[config.mk]
export PLATFORM = sky130hd
export DESIGN_NAME = device_address_binding_table
export DESIGN_NICKNAME = d
export VERILOG_FILES = /design/src/hdl/dabt_pkg.sv /design/src/hdl/dabt_ctrl.sv /design/src/hdl/dabt_dpath.sv /design/src/hdl/device_address_binding_table.sv
export SDC_FILE = /design/constraint.sdc
export NUM_CORES = 2
export LEC_CHECK = 0
export BUFFER_PORTS_ARGS = -buffer_cell sky130_fd_sc_hd__buf_4
export CORE_AREA = 5 5 546 548
export DETAILED_ROUTE_END_ITERATION = 8
export DIE_AREA = 0 0 551 553
export GPL_TIMING_DRIVEN = 0
export PLACE_DENSITY = 0.65
export RECOVER_POWER = 100
export SYNTH_ARGS = -nofsm -noshare
export SYNTH_HDL_FRONTEND = slang
export SYNTH_SLANG_ARGS = --single-unit
[constraint.sdc]
create_clock -name clk -period 23.5 [get_ports clk]
set_input_delay 2.35 -clock clk [delete_from_list [all_inputs] [get_ports clk]]
set_output_delay 2.35 -clock clk [all_outputs]
set_load 0.01 [all_outputs]
[src/hdl/dabt_pkg.sv]
// Package of the device address binding table: opcodes, states, entry record,
// controller command and status structs, and address compare helpers. No dependencies.
`timescale 1ns / 1ps

package dabt_pkg;

  typedef enum logic [3:0] {
    OP_ADD       = 4'd0,
    OP_UPDATE    = 4'd1,
    OP_BIND      = 4'd2,
    OP_REMOVE    = 4'd3,
    OP_GET_DEV   = 4'd4,
    OP_GET_ADDR  = 4'd5,
    OP_GET_INDEX = 4'd6,
    OP_COUNT     = 4'd7,
    OP_CLEAR     = 4'd8
  } op_t;

  typedef enum logic [2:0] {
    ST_IDLE,
    ST_SCAN,
    ST_DRAIN,
    ST_ACT,
    ST_OUT
  } state_t;

  typedef struct packed {
    logic [21:0] dev;
    logic [15:0] apdu;
    logic [55:0] mac;
    logic [2:0]  mac_len;
    logic [15:0] net;
    logic [55:0] rem;
    logic [2:0]  rem_len;
  } entry_t;

  typedef struct packed {
    logic load;
    logic issue;
    logic act;
  } cmd_t;

  typedef struct packed {
    logic last_issue;
  } status_t;

  // Byte enables for the low bytes within the length, capped at the compared width.
  function automatic logic [55:0] byte_mask(input logic [2:0] len, input int unsigned nbytes);
    logic [55:0] m;
    m = '0;
    for (int j = 0; j < 7; j++) begin
      if ((j < int'(len)) && (j < nbytes)) begin
        m[j*8 +: 8] = 8'hFF;
      end
    end
    return m;
  endfunction

  // Address equality; the remote part only counts off the local network.
  function automatic logic addr_match(input entry_t e, input entry_t q,
                                      input int unsigned nbytes);
    logic [55:0] mm;
    logic [55:0] rm;
    logic        ok;
    mm = byte_mask(q.mac_len, nbytes);
    rm = byte_mask(q.rem_len, nbytes);
    ok = (e.mac_len == q.mac_len) && ((e.mac & mm) == (q.mac & mm)) && (e.net == q.net);
    if (q.net != 16'd0) begin
      ok = ok && (e.rem_len == q.rem_len) && ((e.rem & rm) == (q.rem & rm));
    end
    return ok;
  endfunction

endpackage

[src/hdl/dabt_ctrl.sv]
// Controller of the device address binding table: sequences accept, table scan,
// update and result hand-off. Depends on dabt_pkg.
`timescale 1ns / 1ps

module dabt_ctrl (
  input  logic              clk,
  input  logic              rst,
  input  logic              in_valid,
  output logic              in_stall,
  output logic              out_valid,
  input  logic              out_stall,
  input  dabt_pkg::status_t status,
  output dabt_pkg::cmd_t    cmd
);

  dabt_pkg::state_t state;
  dabt_pkg::state_t state_next;

  always_ff @(posedge clk) begin
    if (rst) begin
      state <= dabt_pkg::ST_IDLE;
    end else begin
      state <= state_next;
    end
  end

  always_comb begin
    state_next = state;
    cmd        = '0;
    in_stall   = 1'b1;
    out_valid  = 1'b0;
    unique case (state)
      dabt_pkg::ST_IDLE: begin
        in_stall = 1'b0;
        if (in_valid) begin
          cmd.load   = 1'b1;
          state_next = dabt_pkg::ST_SCAN;
        end
      end
      dabt_pkg::ST_SCAN: begin
        cmd.issue = 1'b1;
        if (status.last_issue) begin
          state_next = dabt_pkg::ST_DRAIN;
        end
      end
      dabt_pkg::ST_DRAIN: begin
        state_next = dabt_pkg::ST_ACT;
      end
      dabt_pkg::ST_ACT: begin
        cmd.act    = 1'b1;
        state_next = dabt_pkg::ST_OUT;
      end
      dabt_pkg::ST_OUT: begin
        out_valid = 1'b1;
        if (!out_stall) begin
          state_next = dabt_pkg::ST_IDLE;
        end
      end
      default: begin
        state_next = dabt_pkg::ST_IDLE;
      end
    endcase
  end

endmodule

[src/hdl/dabt_dpath.sv]
// Datapath of the device address binding table: entry memory, in-use and pending
// flags, scan compare, update and result registers. Depends on dabt_pkg.
`timescale 1ns / 1ps

module dabt_dpath #(
  parameter int ENTRIES    = 16,
  parameter int ADDR_BYTES = 7
) (
  input  logic               clk,
  input  logic               rst,
  input  dabt_pkg::cmd_t     cmd,
  output dabt_pkg::status_t  status,
  input  logic [3:0]         opcode,
  input  logic [21:0]        device_number,
  input  logic [15:0]        apdu_limit,
  input  logic [55:0]        mac_bytes,
  input  logic [2:0]         mac_length,
  input  logic [15:0]        network_number,
  input  logic [55:0]        remote_bytes,
  input  logic [2:0]         remote_length,
  input  logic [7:0]         slot_index,
  output logic               found,
  output dabt_pkg::entry_t   found_entry,
  output logic [4:0]         bound_count
);

  localparam int IW = (ENTRIES > 1) ? $clog2(ENTRIES) : 1;
  localparam int CW = $clog2(ENTRIES + 1);
  localparam logic [IW-1:0] LAST = IW'(ENTRIES - 1);

  dabt_pkg::entry_t mem [ENTRIES];
  dabt_pkg::entry_t rdata;
  dabt_pkg::entry_t req;
  dabt_pkg::entry_t hit_data;
  dabt_pkg::entry_t wdata;

  logic [ENTRIES-1:0] in_use;
  logic [ENTRIES-1:0] pend;
  logic [3:0]         op;
  logic [7:0]         slot;
  logic [IW-1:0]      cnt;
  logic [IW-1:0]      pidx;
  logic               pvld;
  logic               hit_found;
  logic [IW-1:0]      hit_idx;
  logic               hit_pend;
  logic               free_found;
  logic [IW-1:0]      free_idx;
  logic [CW-1:0]      bound;
  logic               hit_now;
  logic               we;
  logic [IW-1:0]      waddr;
  logic               report;

  assign status.last_issue = cmd.issue && (cnt == LAST);

  // Entry memory: one write port, one registered read port.
  always_ff @(posedge clk) begin
    if (we) begin
      mem[waddr] <= wdata;
    end
    if (cmd.issue) begin
      rdata <= mem[cnt];
    end
  end

  // Per-entry hit condition, selected by the operation.
  always_comb begin
    hit_now = 1'b0;
    case (op)
      dabt_pkg::OP_ADD, dabt_pkg::OP_UPDATE, dabt_pkg::OP_BIND,
      dabt_pkg::OP_REMOVE, dabt_pkg::OP_GET_DEV: begin
        hit_now = in_use[pidx] && (rdata.dev == req.dev);
      end
      dabt_pkg::OP_GET_ADDR: begin
        hit_now = in_use[pidx] && !pend[pidx]
                  && dabt_pkg::addr_match(rdata, req, ADDR_BYTES);
      end
      dabt_pkg::OP_GET_INDEX: begin
        hit_now = in_use[pidx] && ({1'b0, slot} == 9'(pidx));
      end
      default: begin
        hit_now = 1'b0;
      end
    endcase
  end

  // Update of the table after the scan.
  always_comb begin
    we     = 1'b0;
    waddr  = hit_idx;
    wdata  = req;
    report = 1'b0;
    case (op)
      dabt_pkg::OP_ADD, dabt_pkg::OP_UPDATE: begin
        if (hit_found) begin
          we = cmd.act;
        end else if (free_found && (op == dabt_pkg::OP_ADD)) begin
          we    = cmd.act;
          waddr = free_idx;
        end
      end
      dabt_pkg::OP_BIND: begin
        if (hit_found) begin
          report = !hit_pend;
        end else if (free_found) begin
          we        = cmd.act;
          waddr     = free_idx;
          wdata     = '0;
          wdata.dev = req.dev;
        end
      end
      dabt_pkg::OP_GET_DEV: begin
        report = hit_found && !hit_pend;
      end
      dabt_pkg::OP_GET_ADDR, dabt_pkg::OP_GET_INDEX: begin
        report = hit_found;
      end
      default: begin
        report = 1'b0;
      end
    endcase
  end

  always_ff @(posedge clk) begin
    if (rst) begin
      in_use <= '0;
      pend   <= '0;
      pvld   <= 1'b0;
    end else begin
      pvld <= cmd.issue;
      if (cmd.act) begin
        if (we) begin
          in_use[waddr] <= 1'b1;
          pend[waddr]   <= (op == dabt_pkg::OP_BIND);
        end
        if ((op == dabt_pkg::OP_REMOVE) && hit_found) begin
          in_use[hit_idx] <= 1'b0;
          pend[hit_idx]   <= 1'b0;
        end
        if (op == dabt_pkg::OP_CLEAR) begin
          in_use <= '0;
          pend   <= '0;
        end
      end
    end
  end

  always_ff @(posedge clk) begin
    if (cmd.load) begin
      op           <= opcode;
      slot         <= slot_index;
      req.dev      <= device_number;
      req.apdu     <= apdu_limit;
      req.mac      <= mac_bytes;
      req.mac_len  <= mac_length;
      req.net      <= network_number;
      req.rem      <= remote_bytes;
      req.rem_len  <= remote_length;
      cnt          <= '0;
      hit_found    <= 1'b0;
      free_found   <= 1'b0;
      bound        <= '0;
    end else begin
      if (cmd.issue) begin
        cnt  <= cnt + 1'b1;
        pidx <= cnt;
      end
      if (pvld) begin
        if (hit_now && !hit_found) begin
          hit_found <= 1'b1;
          hit_idx   <= pidx;
          hit_pend  <= pend[pidx];
          hit_data  <= rdata;
        end
        if (!in_use[pidx] && !free_found) begin
          free_found <= 1'b1;
          free_idx   <= pidx;
        end
        if (in_use[pidx] && !pend[pidx]) begin
          bound <= bound + 1'b1;
        end
      end
    end
    if (cmd.act) begin
      found       <= report;
      found_entry <= report ? hit_data : '0;
      if (op == dabt_pkg::OP_COUNT) begin
        bound_count <= (32'(bound) > 32'd31) ? 5'd31 : 5'(bound);
      end else begin
        bound_count <= 5'd0;
      end
    end
  end

endmodule

[src/hdl/device_address_binding_table.sv]
// Device address binding table. After an item is accepted, the table is scanned
// one entry per cycle through the single memory read port; then the read pipeline
// drains, the table is updated and the result is offered. A new item is taken only
// after the result has been taken, so any output stall also holds the input.
// Reset (rst, synchronous, active high) frees every entry and returns to idle;
// entry contents are not cleared and are only used for entries in use.
`timescale 1ns / 1ps

module device_address_binding_table #(
  parameter int ENTRIES    = 16,
  parameter int ADDR_BYTES = 7
) (
  input  logic        clk,
  input  logic        rst,
  input  logic        in_valid,
  output logic        in_stall,
  input  logic [3:0]  opcode,
  input  logic [21:0] device_number,
  input  logic [15:0] apdu_limit,
  input  logic [55:0] mac_bytes,
  input  logic [2:0]  mac_length,
  input  logic [15:0] network_number,
  input  logic [55:0] remote_bytes,
  input  logic [2:0]  remote_length,
  input  logic [7:0]  slot_index,
  output logic        out_valid,
  input  logic        out_stall,
  output logic        found,
  output logic [21:0] found_device,
  output logic [15:0] found_apdu_limit,
  output logic [55:0] found_mac,
  output logic [2:0]  found_mac_length,
  output logic [15:0] found_network,
  output logic [55:0] found_remote,
  output logic [2:0]  found_remote_length,
  output logic [4:0]  bound_count
);

  // The controller walks accept, scan, drain of the read pipeline, update and
  // result hand-off. The datapath holds the table and all item state.
  dabt_pkg::cmd_t    cmd;
  dabt_pkg::status_t status;
  dabt_pkg::entry_t  found_entry;

  dabt_ctrl u_ctrl (
    .clk       (clk),
    .rst       (rst),
    .in_valid  (in_valid),
    .in_stall  (in_stall),
    .out_valid (out_valid),
    .out_stall (out_stall),
    .status    (status),
    .cmd       (cmd)
  );

  // During the scan each entry is compared once: the first hit in index order
  // and the first free entry are recorded, and bound entries are counted.
  dabt_dpath #(
    .ENTRIES    (ENTRIES),
    .ADDR_BYTES (ADDR_BYTES)
  ) u_dpath (
    .clk            (clk),
    .rst            (rst),
    .cmd            (cmd),
    .status         (status),
    .opcode         (opcode),
    .device_number  (device_number),
    .apdu_limit     (apdu_limit),
    .mac_bytes      (mac_bytes),
    .mac_length     (mac_length),
    .network_number (network_number),
    .remote_bytes   (remote_bytes),
    .remote_length  (remote_length),
    .slot_index     (slot_index),
    .found          (found),
    .found_entry    (found_entry),
    .bound_count    (bound_count)
  );

  // The result registers hold still while the result waits to be taken.
  assign found_device        = found_entry.dev;
  assign found_apdu_limit    = found_entry.apdu;
  assign found_mac           = found_entry.mac;
  assign found_mac_length    = found_entry.mac_len;
  assign found_network       = found_entry.net;
  assign found_remote        = found_entry.rem;
  assign found_remote_length = found_entry.rem_len;

endmodule

**After elaboration in Yosys (flattened, before gate mapping)**

Memories as Yosys holds them, arrays and structs flattened. A register that Yosys moved wholly into a read port is not among the register bits.
Index checks and enable logic that the tools add are counted.

- $add $sub $neg: 2
- Magnitude comparators: 19
- Eq/ne operators: 23
- Mux-type cells: 77
- Bitwise gates (word level): 9
- Reduce and logical (&&, ||, !) cells: 34

Operator list:

| cell | number |
|---|---|
| two-way mux 150 bit | 3 |
| AND 56 bit | 4 |
| two-way mux 8 bit | 28 |
| two-way mux 16 bit | 10 |
| == test 56 bit | 2 |
| AND 16 bit | 2 |
| == test 22 bit | 1 |
| two-way mux 1 bit | 19 |
| less-than comparator 3 bit, first input constant | 6 |
| bitwise mux 16 bit | 1 |
| == test 16 bit | 1 |
| == test 4 x 3 -> 1 bit, second input constant | 4 |
| logical AND 1 bit | 16 |
| two-way mux 4 bit | 4 |
| inverter 16 bit | 1 |
| OR 16 bit | 1 |
| nonzero test 16 bit | 1 |
| less-than comparator 4 x 5 -> 1 bit, second input constant | 3 |
| case mux 3 bit (5 select lines) | 1 |
| less-than comparator 1 x 3 -> 1 bit, first input constant | 4 |
| less-than comparator 2 x 3 -> 1 bit, first input constant | 4 |
| two-way mux 3 bit | 3 |
| AND reduction 3 bit | 3 |
| binary-select mux 1 bit (select 4 bit) | 2 |
| other kinds (23) | 40 |

- Register bits: 594
- Bits in writable memories: 2,752
- Input port bits: 188
- Logic and storage cells: 202
- Memories: 1

Memories:

| name | words | width | rd ports | clocked after memory_dff | wr ports | RTL line | RTL |
|---|---|---|---|---|---|---|---|
| u_dpath.mem | 16 | 172 | 1 | 1 | 1 | dabt_dpath.sv:31 | `dabt_pkg::entry_t mem [ENTRIES];` |

**Longest topological paths before layout**

- Depth after elaboration: 16
- Depth in mapped cells: 9

**By module**

A second synthesis with hierarchy kept.

- Cells, all modules: 5,440
- Area, all modules: 131,289.7 µm²

Modules (own cells, without submodules):

| module | instances | cells an instance | area an instance (µm²) | seq. area each (µm²) |
|---|---|---|---|---|
| dabt_dpath | 1 | 5,414 | 131,069.5 | 105,110.8 |
| dabt_ctrl | 1 | 26 | 220.2 | 60.1 |

**Worst setup path after synthesis**

OpenSTA, ideal clock, no wires.

- Path kind: flip-flop to flip-flop
- Start point: register u_ctrl.state[1]
- End point: register u_dpath.pend[15]
- Arrival time: 21.606 ns
- Data required time: 23.368 ns
- Path slack: 1.762 ns
- Stages on the path, launching flop included: 10
- Path buffers: 2
- Period minus slack after synthesis: 21.738 ns
- Path through: dfxtp_1 -> buf_2 -> nand3b_1 -> inv_2 -> o211ai_4 -> buf_2 -> nor4_1 -> o21ai_0 -> a22oi_1 -> nor2_1

- Word-level cells in the longest chain between the ends: 11
- Elaborated cells on any way between the ends: 13

Ends and longest elaborated chain:

| item | RTL line | RTL |
|---|---|---|
| from (decl) | dabt_ctrl.sv:16 | `dabt_pkg::state_t state;` |
| from (signal assigned) | dabt_ctrl.sv:21 | `state <= dabt_pkg::ST_IDLE;` |
| from (signal assigned) | dabt_ctrl.sv:23 | `state <= state_next;` |
| == test 3 x 2 -> 1 bit (*) | dabt_ctrl.sv:32 | `unique case (state)` |
| two-way mux 1 bit (*) | dabt_ctrl.sv:32 |  |
| two-way mux 1 bit (on tied branches) | dabt_dpath.sv:106, dabt_dpath.sv:98 |  |
| two-way mux 1 bit (on tied branches) | dabt_dpath.sv:104, dabt_dpath.sv:96 |  |
| case mux 1 bit (2 select lines) | dabt_dpath.sv:94 | `case (op)` |
| two-way mux 16 bit | dabt_dpath.sv:133 | `if (we) begin` |
| two-way mux 16 bit | dabt_dpath.sv:132 | `if (cmd.act) begin` |
| two-way mux 16 bit | dabt_dpath.sv:126 | `if (rst) begin` |
| AND 16 bit (no source line) | n/a |  |
| two-way mux 16 bit | dabt_dpath.sv:137 | `if ((op == dabt_pkg::OP_REMOVE) && hit_found) begin` |
| two-way mux 16 bit | dabt_dpath.sv:141 | `if (op == dabt_pkg::OP_CLEAR) begin` |
| to (signal, indexed assignment) | dabt_dpath.sv:135 | `pend[waddr] <= (op == dabt_pkg::OP_BIND);` |
| to (decl) | dabt_dpath.sv:38 | `logic [ENTRIES-1:0] pend;` |

Mark *: on every way between the ends. The rest lies on a longest branch, timed or not. The select of a mux whose other input is x is not followed.
A chain may end at the register's enable or synchronous reset.

**Worst setup path in the final report**

- Start point: register u_ctrl.state[0]
- End point: memory u_dpath.mem[14][101] (netlist bit), enable pin

- Word-level cells in the longest chain between the ends: 7
- Elaborated cells on any way between the ends: 9

Ends and longest elaborated chain:

| item | RTL line | RTL |
|---|---|---|
| == test 3 x 2 -> 1 bit (*) | dabt_ctrl.sv:32 |  |
| two-way mux 1 bit (*) | dabt_ctrl.sv:32 |  |
| two-way mux 1 bit (on tied branches) | dabt_dpath.sv:106, dabt_dpath.sv:98 |  |
| two-way mux 1 bit (on tied branches) | dabt_dpath.sv:104, dabt_dpath.sv:96 |  |
| case mux 1 bit (2 select lines) (*) | dabt_dpath.sv:94 |  |
| two-way mux 1 bit (*) | dabt_dpath.sv:59 | `if (we) begin` |
| two-way mux 1 bit (implied by the code) (*) | dabt_dpath.sv:60 | `mem[waddr] <= wdata;` |
| to (decl) | dabt_dpath.sv:31 |  |

Mark *: on every way between the ends. The rest lies on a longest branch, timed or not.

==> results.ini <==
[run]
cap_violations=26

[yosys]
syn_inst=5444
ys_async_sr_fraction_pct=0
synth_top_family_by_area=multiplexers
yosysSeqAreaShare_pct=80.2
yosys_warnings=0
synth_mux_area_share_pct=15.1
synth-edff-count=3471
synth_flop_cell=edfxtp_1
synth_area_per_cell_um2=24.1
ys_ff_latch=3518
synthesis.nets=5634
synth_compound_area_share_pct=0.480
syn_area_um2=131000
synth-xor-area-share_pct=1.09
ys_types=54
synthAdderAreaFrac_pct=0.0191
synth-simple-area-share_pct=2.35

[global_route]
grt_pass1_vias=64114
grt_max_degree=97
grt_pass1_wl_mm=481
grt_use_total_pct=22.1
overflow=0
antenna_found_initial=24

[detailed_routing]
num_vias=62945
drt_wl_total_mm=341
detail-route-antenna-nets=0
drc=0
first_pass_iters=5
vias_per_cell=5.73
drt_iter0_drc=7855
routedWlPerCell_um=31.0

[floorplanning]
die_h_um=553
start_util_pct=44.8
core_area_um2=293000
row_count=199
pin_count=368
die_area_um2=305000
fp.dieW_um=551

[worst_setup_path]
critPathArrivalTime_ns=12.79
r2r_cells=13
crit_path_end_kind=flip-flop
cp.required_ns=24.02
cp_top_family=buffers and inverters
cpMostUsedCell=clkbuf_1
crit_chain=clkbuf_1 > nand3b_1 > clkinvlp_2 > o211ai_1 > clkbuf_1 > nor4_1 > clkbuf_1 > clkbuf_1 > clkbuf_1 > clkbuf_1 > clkbuf_1 > clkbuf_1 > clkbuf_1
slowest_stage=clkinvlp_2
regToRegStartpoint=u_ctrl.state[0]
crit_start=u_ctrl.state[0]
crit_cells=13
slowest_delay_ns=2.71
path_buf_inv=10
path_max_fanout=96
worstSetupPathType=reg -> reg
critPathLaunchType=flip-flop

[cts]
clock_latency_ns=0.93
post_cts_resized=0
clock_tree.root_cell=clkbuf_16
cts_tree=yes
clkTransAtPathRegs_ns=0.06
cts_buffer_depth=4
cts_setup_buffers=0
clock_sinks=3518
cts_buffers=363
hold_buffers=0
h-tree-depth=5

[sta]
grt_setup_unrepaired=no
max_freq_mhz=81.5
setup_violations=0
tightest_slew_ns=6.63
maxSlewHeadroom_pct=-342
hold_viol=0
final.min_clock_period_ns=12.27
finalCritPeriodShare_pct=52.2
drv_slew=682
tns_ns=0
fin_worst_skew_ns=0.0672
whs_ns=0.414

[min_path]
min_path_cells=0
min-delay-start=u_dpath.rdata[145]
hp-class=reg -> reg

[layout]
n_fill_cell=22856
syn_to_final_growth_pct=15.9
multi_input_area_um2=24900
layout-drive-gt1-share_pct=22.4
finish.instance_area_um2=152000
finish.net_count=6944
seq_area_um2=105000

[placed_design]
placed_cell_area_um2=144000
dpl.hpwl_mm=234
place.gp.congestion=0.770
port_buffers=366

[pwr]
irDropWorstVdd_v=0.0000631
leakagePower_nw=45.8
power.density_nw_per_um2=104

[status]
run_status=finished, violations left
violations=capacitance limit, slew limit

## cell usage after synthesis, types with 7 or more instances
library cell | number | area [um2]
edfxtp_1 | 3471 | 104000
mux4_2 | 861 | 19400
and2_1 | 328 | 2050
clkbuf_1 | 166 | 623
xnor2_1 | 104 | 911
xor2_1 | 59 | 517
buf_1 | 49 | 184
a21oi_1 | 47 | 235
dfxtp_1 | 47 | 941
o21ai_0 | 36 | 180
nor4_1 | 34 | 213
nand4_1 | 31 | 194
nand2_1 | 29 | 109
buf_2 | 28 | 140
nor2_1 | 27 | 101
nor2b_1 | 18 | 113
inv_1 | 16 | 60.1
mux2i_1 | 11 | 110
nor3_1 | 9 | 45.0
mux4_1 | 8 | 210
nand3_1 | 7 | 35.0
## cells in the final DEF, fill, tap and decap left out, types with 56 or more instances in the layout
cell       synthesis  final
and2_0             0    302
clkbuf_4           0    161
edfxtp_1        3471   3471
xnor2_1          104    104
clkbuf_1         166   1036
clkinv_1           0     76
clkinv_2           0     56
clkbuf_16          0    367
xor2_1            59     59
mux4_2           861    861
## worst paths after layout
check,end,slack [ns]
setup / recovery,u_dpath.mem[14][101],11.23
hold / removal,u_dpath.hit_data[145],0.41
setup reg to reg,u_dpath.mem[14][101],11.23
hold reg to reg,u_dpath.hit_data[145],0.41
## kinds of logic after synthesis
logic type / count (synthesis)
flip-flops: 3518
multiplexers: 882
AND/OR/NAND/NOR: 507
buffers and inverters: 263
XOR/XNOR: 163
AO/OA/AOI/OAI: 109
adder cells (fa/ha/maj): 2
## sequential cells by signal, summed over array words and instances (netlist names)
name	count
u_dpath.slot	8
u_dpath.hit_data	172
u_dpath.hit_pend	1
u_dpath.rdata	172
u_dpath.bound	5
u_ctrl.state	3
u_dpath.op	4
u_dpath.pidx	4
u_dpath.free_found	1
u_dpath.found_entry	172
u_dpath.req	172
u_dpath.cnt	4
u_dpath.hit_found	1
u_dpath.hit_idx	4
u_dpath.bound_count	5
u_dpath.found	1
u_dpath.pvld	1
u_dpath.mem	2752
u_dpath.pend	16
u_dpath.in_use	16
u_dpath.free_idx	4
## layout make-up
class                           instances  share of cell area (%)
Multi-Input combinational cell       1663                    16.4
Clock inverter                        216                    1.48
Clock buffer                          447                    6.25
Antenna cell                           10                  0.0165
Buffer                                245                   0.636
Sequential cell                      3518                    69.2
Inverter                               18                  0.0461
Timing Repair Buffer                  945                    2.76
Tap cell                             3919                    3.23
## worst register-to-register path: cells and delay by family, from the launching register on
kind / cells / cell delay (ns)
compound gates: 1 / 1.07
simple gates: 2 / 2.48
buf+inv: 10 / 8.04
flops: 1 / 0.30
## routing by layer
metal	part of all wire (%)	wire length [um]	global-route usage [%]
met5	0	0	0
met4	3.4	11600	6.28
met3	8.7	29700	4.28
met2	49	166000	35.8
met1	39	133000	30.9
## stage by stage
step                util (%)  worst slack (ns)  power (mW)  std cells
global route            51.9             10.57        16.3      10973
CTS                     53.3             18.01        15.9      10968
detailed placement      49.3             17.99        10.3      10305
global placement        47.4            -26.60        10.3       9729
floorplan                  -              1.76        9.31       5444
finish                  51.9             11.23        15.8      10981
## where the power goes
group          switching, mW  leakage [nW]  total (mW)  internal [mW]
sequential             0.144          31.7        7.35           7.21
clock                   2.41          5.68        5.68           3.27
combinational           1.47          8.45        2.75           1.28
Power figures use the tool's default switching activity.
